File: config.mk
export PLATFORM = sky130hd
export DESIGN_NAME = rtss_ram
export DESIGN_NICKNAME = d
export VERILOG_FILES = /design/src/rtss_ram.sv
export SDC_FILE = /design/constraint.sdc
export NUM_CORES = 1
export LEC_CHECK = 0
export ABC_CLOCK_PERIOD_IN_PS = 4100
export BUFFER_PORTS_ARGS = -buffer_cell sky130_fd_sc_hd__clkbuf_2
export CAP_MARGIN = 20
export CORE_ASPECT_RATIO = 2
export CORE_MARGIN = 4
export CORE_UTILIZATION = 40
export DETAILED_ROUTE_END_ITERATION = 7
export HOLD_SLACK_MARGIN = 0.15
export PLACE_DENSITY_LB_ADDON = 0.3
export SYNTH_ARGS = -nofsm -noshare
export SYNTH_HDL_FRONTEND = slang
export SYNTH_SLANG_ARGS = --single-unit
File: constraint.sdc
create_clock -name clk_i -period 4.1 [get_ports clk_i]
set_input_delay 0 -clock clk_i [delete_from_list [all_inputs] [get_ports clk_i]]
set_output_delay 0 -clock clk_i [all_outputs]
set_load 0.05 [all_outputs]
File: src/rtss_ram.sv
// ----------------------------------------------------------------------------
// rtss_ram: record memory
// One write port, one registered read port.
// ----------------------------------------------------------------------------
module rtss_ram #(
  parameter int unsigned Depth = 64,
  parameter int unsigned AddrW = 6,
  parameter int unsigned DataW = 8
) (
  input  logic             clk_i,
  input  logic             we_i,
  input  logic [AddrW-1:0] waddr_i,
  input  logic [DataW-1:0] wdata_i,
  input  logic [AddrW-1:0] raddr_i,
  output logic [DataW-1:0] rdata_o
);

  logic [DataW-1:0] mem [Depth];

  always_ff @(posedge clk_i) begin
    if (we_i) begin
      mem[waddr_i] <= wdata_i;
    end
    rdata_o <= mem[raddr_i];
  end

endmodule

==> reports/metrics.cfg <==
[timing]
timing.clock.skew_ns=0.01681
final_period_minus_worst_setup_slack_ns=2.313
drv_slew=0
setup_viol_count_final=0
rsz0062_at_grt=false
period_share_pct=56.41
remaining_max_slew_budget_at_the_tightest_pin_pct=26.20
tightestPinTransition_ns=1.103
hold_violations=0
max_freq_ghz=0.4323
setup_total_negative_slack_ns=0

[pwr]
vdd_ir_drop_max_mv=0.2570
powerDensity_nw_per_um2=473.0
total_power_mw=10.63
power.static_leakage_nw=6.907

[cts]
cts.htree.levels=2
root_buffer=sky130_fd_sc_hd__clkbuf_16
clock_tree.buffer_depth=3
insertion_delay_ns=0.56
cts_sinks=520
number_of_buffers_created_by_cts=41
tritoncts=yes
clk_pin_slew_ns=0.07

[finish]
post_route_cells_drive_above_1_share_pct=24.46
post_route_cell_area_um2=22480
multi_input_area_um2=4315
sequential_cell_area_um2=15530
num-nets-final=1017
fillerInstances=4238
num_antenna_cells=0
syn_to_final_growth_pct=11.48

[grt]
grt_first_pass_wirelength_mm=68.45
globalRouteOverflowTotal=0
grt_start_max_net_pins=65
grtUsageTotal_pct=17.32
grt_pass1_vias=9799
initial_antenna_violation_count=1

[routing]
finalWirelength_mm=46.90
drc=0
drt-initial-drc-count=862
detail_route.first_pass.iterations=5
ant_nets=0
routed_via_density=5.598
detailroute.via_count=9354
routedWlPerCell_um=28.07

[logic_synthesis]
leading_post_synthesis_cells_by_cell_area=sky130_fd_sc_hd__edfxtp_1 76%, sky130_fd_sc_hd__mux4_2 14%, sky130_fd_sc_hd__nor2_1 1.5%
synth_top_area_share_pct=76.24
ys_ff_latch=520
synth-edff-count=512
synth.cells.most_frequent=512 x sky130_fd_sc_hd__edfxtp_1, 126 x sky130_fd_sc_hd__mux4_2, 83 x sky130_fd_sc_hd__nor2_1
netlist-cell-type-count=40
synthCells=940
synth-warning-count=0
synthDominantAreaCellType=sky130_fd_sc_hd__edfxtp_1
synth_most_common_cell=sky130_fd_sc_hd__edfxtp_1
post_synthesis_sequential_area_ratio_pct=77.03
async_reset_ff_share_pct=0
synth_top_flop_cell=sky130_fd_sc_hd__edfxtp_1
synth_nets=962
cell_area_synth_um2=20170
synth_area_per_cell_um2=21.45

[setup_path]
path_max_fanout=10
worst_setup_path_start_kind=primary input
crit_arrival_ns=2.48
regToRegStartpoint=mem[15][0]$_DFFE_PP_
cp-end-kind=flop
regToRegSetupSlack_ns=1.95
worstRegToRegCells=5
critical_path_class=in2reg
reg2reg_capture_point=rdata_o[0]$_DFF_P_
worst-endpoint-required_ns=4.27

[min_path]
hold_path.class=in2reg
whs_path_depth=3
min_from=waddr_i[0]
worstHoldEndpoint=mem[53][7]$_DFFE_PP_

[run_status]
result_of_the_run=completed

[floorplanning]
core_um2=49930
io-pin-count=30
core.rowCount=116
die_width_um=166.8
die_area_um2=54290
initial_utilization_pct=40.39
die_h_um=325.5

[place]
dpl_cell_area_um2=21000
detailed_place_hpwl_mm=30.04
port-buffer-count=29
globalplace.congestion=0.8190

[flow_run]
max_cap_viol_count=0

[where the power goes]
part	total, mW	switching (mW)	internal [mW]
combinational	0.585	0.377	0.208
sequential	5.90	0.0183	5.88
clock	4.15	1.81	2.34
[kinds of logic after synthesis]
kind of cell / synth area share (%)
DFF: 77.03
muxes: 15.94
and+or+nand+nor: 3.387
AOI/OAI and AO/OA: 2.072
buffers and inverters: 1.570
[worst max path at each step]
stage,start,endpoint,slack [ns],depth (start not counted)
after floorplan,mem[29][4]$_DFFE_PP_,rdata_o[4]$_DFF_P_,2.41,5
after global placement,raddr_i[1],rdata_o[5]$_DFF_P_,1.26,6
after detailed placement,raddr_i[1],rdata_o[5]$_DFF_P_,1.28,6
after CTS,waddr_i[1],mem[63][1]$_DFFE_PP_,1.81,4
after global routing,waddr_i[2],mem[13][5]$_DFFE_PP_,1.73,5
final,waddr_i[2],mem[13][5]$_DFFE_PP_,1.79,5
[stage by stage]
step | std cells | worst slack (ns) | util (%) | hold WS [ns]
2_1_floorplan | 940 | 2.408 | - | 0.09887
3_3_place_gp | 1589 | 1.265 | 42.06 | 0.4844
3_5_place_dp | 1589 | 1.283 | 42.06 | 0.4911
4_1_cts | 1671 | 1.813 | 45.03 | 0.2126
5_1_grt | 1671 | 1.728 | 45.03 | 0.2398
6_report | 1671 | 1.787 | 45.03 | 0.2165
[flip-flops by register name, indices dropped and copies added (netlist names)]
register	cells
mem	512
rdata_o	8
[cells in the final DEF (no fill, tap or decap), types with 3 or more instances in the layout]
| cell type | count |
|---|---|
| sky130_fd_sc_hd__edfxtp_1 | 512 |
| sky130_fd_sc_hd__mux4_2 | 126 |
| sky130_fd_sc_hd__nor2_1 | 83 |
| sky130_fd_sc_hd__clkbuf_16 | 41 |
| sky130_fd_sc_hd__clkbuf_2 | 26 |
| sky130_fd_sc_hd__mux2i_1 | 23 |
| sky130_fd_sc_hd__buf_4 | 23 |
| sky130_fd_sc_hd__nand2_1 | 19 |
| sky130_fd_sc_hd__nor2b_1 | 14 |
| sky130_fd_sc_hd__mux2_2 | 13 |
| sky130_fd_sc_hd__nand3_1 | 13 |
| sky130_fd_sc_hd__dlygate4sd3_1 | 12 |
| sky130_fd_sc_hd__o221ai_1 | 8 |
| sky130_fd_sc_hd__o22ai_1 | 8 |
| sky130_fd_sc_hd__bufinv_16 | 8 |
| sky130_fd_sc_hd__dfxtp_1 | 8 |
| sky130_fd_sc_hd__nand2b_1 | 7 |
| sky130_fd_sc_hd__nor3_1 | 7 |
| sky130_fd_sc_hd__clkinv_2 | 7 |
| sky130_fd_sc_hd__a221oi_1 | 6 |
| sky130_fd_sc_hd__clkinv_1 | 6 |
| sky130_fd_sc_hd__clkbuf_1 | 6 |
| sky130_fd_sc_hd__a211oi_1 | 4 |
| sky130_fd_sc_hd__nand3b_1 | 3 |
| sky130_fd_sc_hd__a21oi_1 | 3 |
| sky130_fd_sc_hd__a22oi_1 | 3 |
| sky130_fd_sc_hd__o2111ai_1 | 3 |
| sky130_fd_sc_hd__o2bb2ai_1 | 3 |
[worst max-delay path: stages]
cell	delay, ns
sky130_fd_sc_hd__dlygate4sd3_1	0.60
sky130_fd_sc_hd__clkbuf_2	0.25
sky130_fd_sc_hd__nor2b_1	0.20
sky130_fd_sc_hd__nand3_1	0.47
sky130_fd_sc_hd__nor2_1	0.97
[timing repair]
| action | CTS | global route |
|---|---|---|
| gates resized for setup | 0 | 0 |
| setup endpoints to repair | 0 | 0 |
| endpoints found under the hold margin | 506 | 0 |
| buffers inserted | 0 | 0 |
| hold buffers | 12 | 0 |
[cell type report]
type | instances | area share (%)
Sequential cell | 520 | 69.10
Clock inverter | 23 | 1.397
Clock buffer | 47 | 4.664
Tap cell | 649 | 3.612
Multi-Input combinational cell | 369 | 19.20
Timing Repair Buffer | 63 | 2.031
[per-layer routing]
layer / up-vias / GRT usage (%) / part of all wire (%)
met4: 2 / 6.142 / 3.4
li1: 4009 / - / -
met5: - / 0 / 0.028
met1: 4991 / 19.16 / 34
met2: 288 / 33.88 / 58
met3: 64 / 1.906 / 4.4
Note: power is estimated with default switching activity, not from simulation.
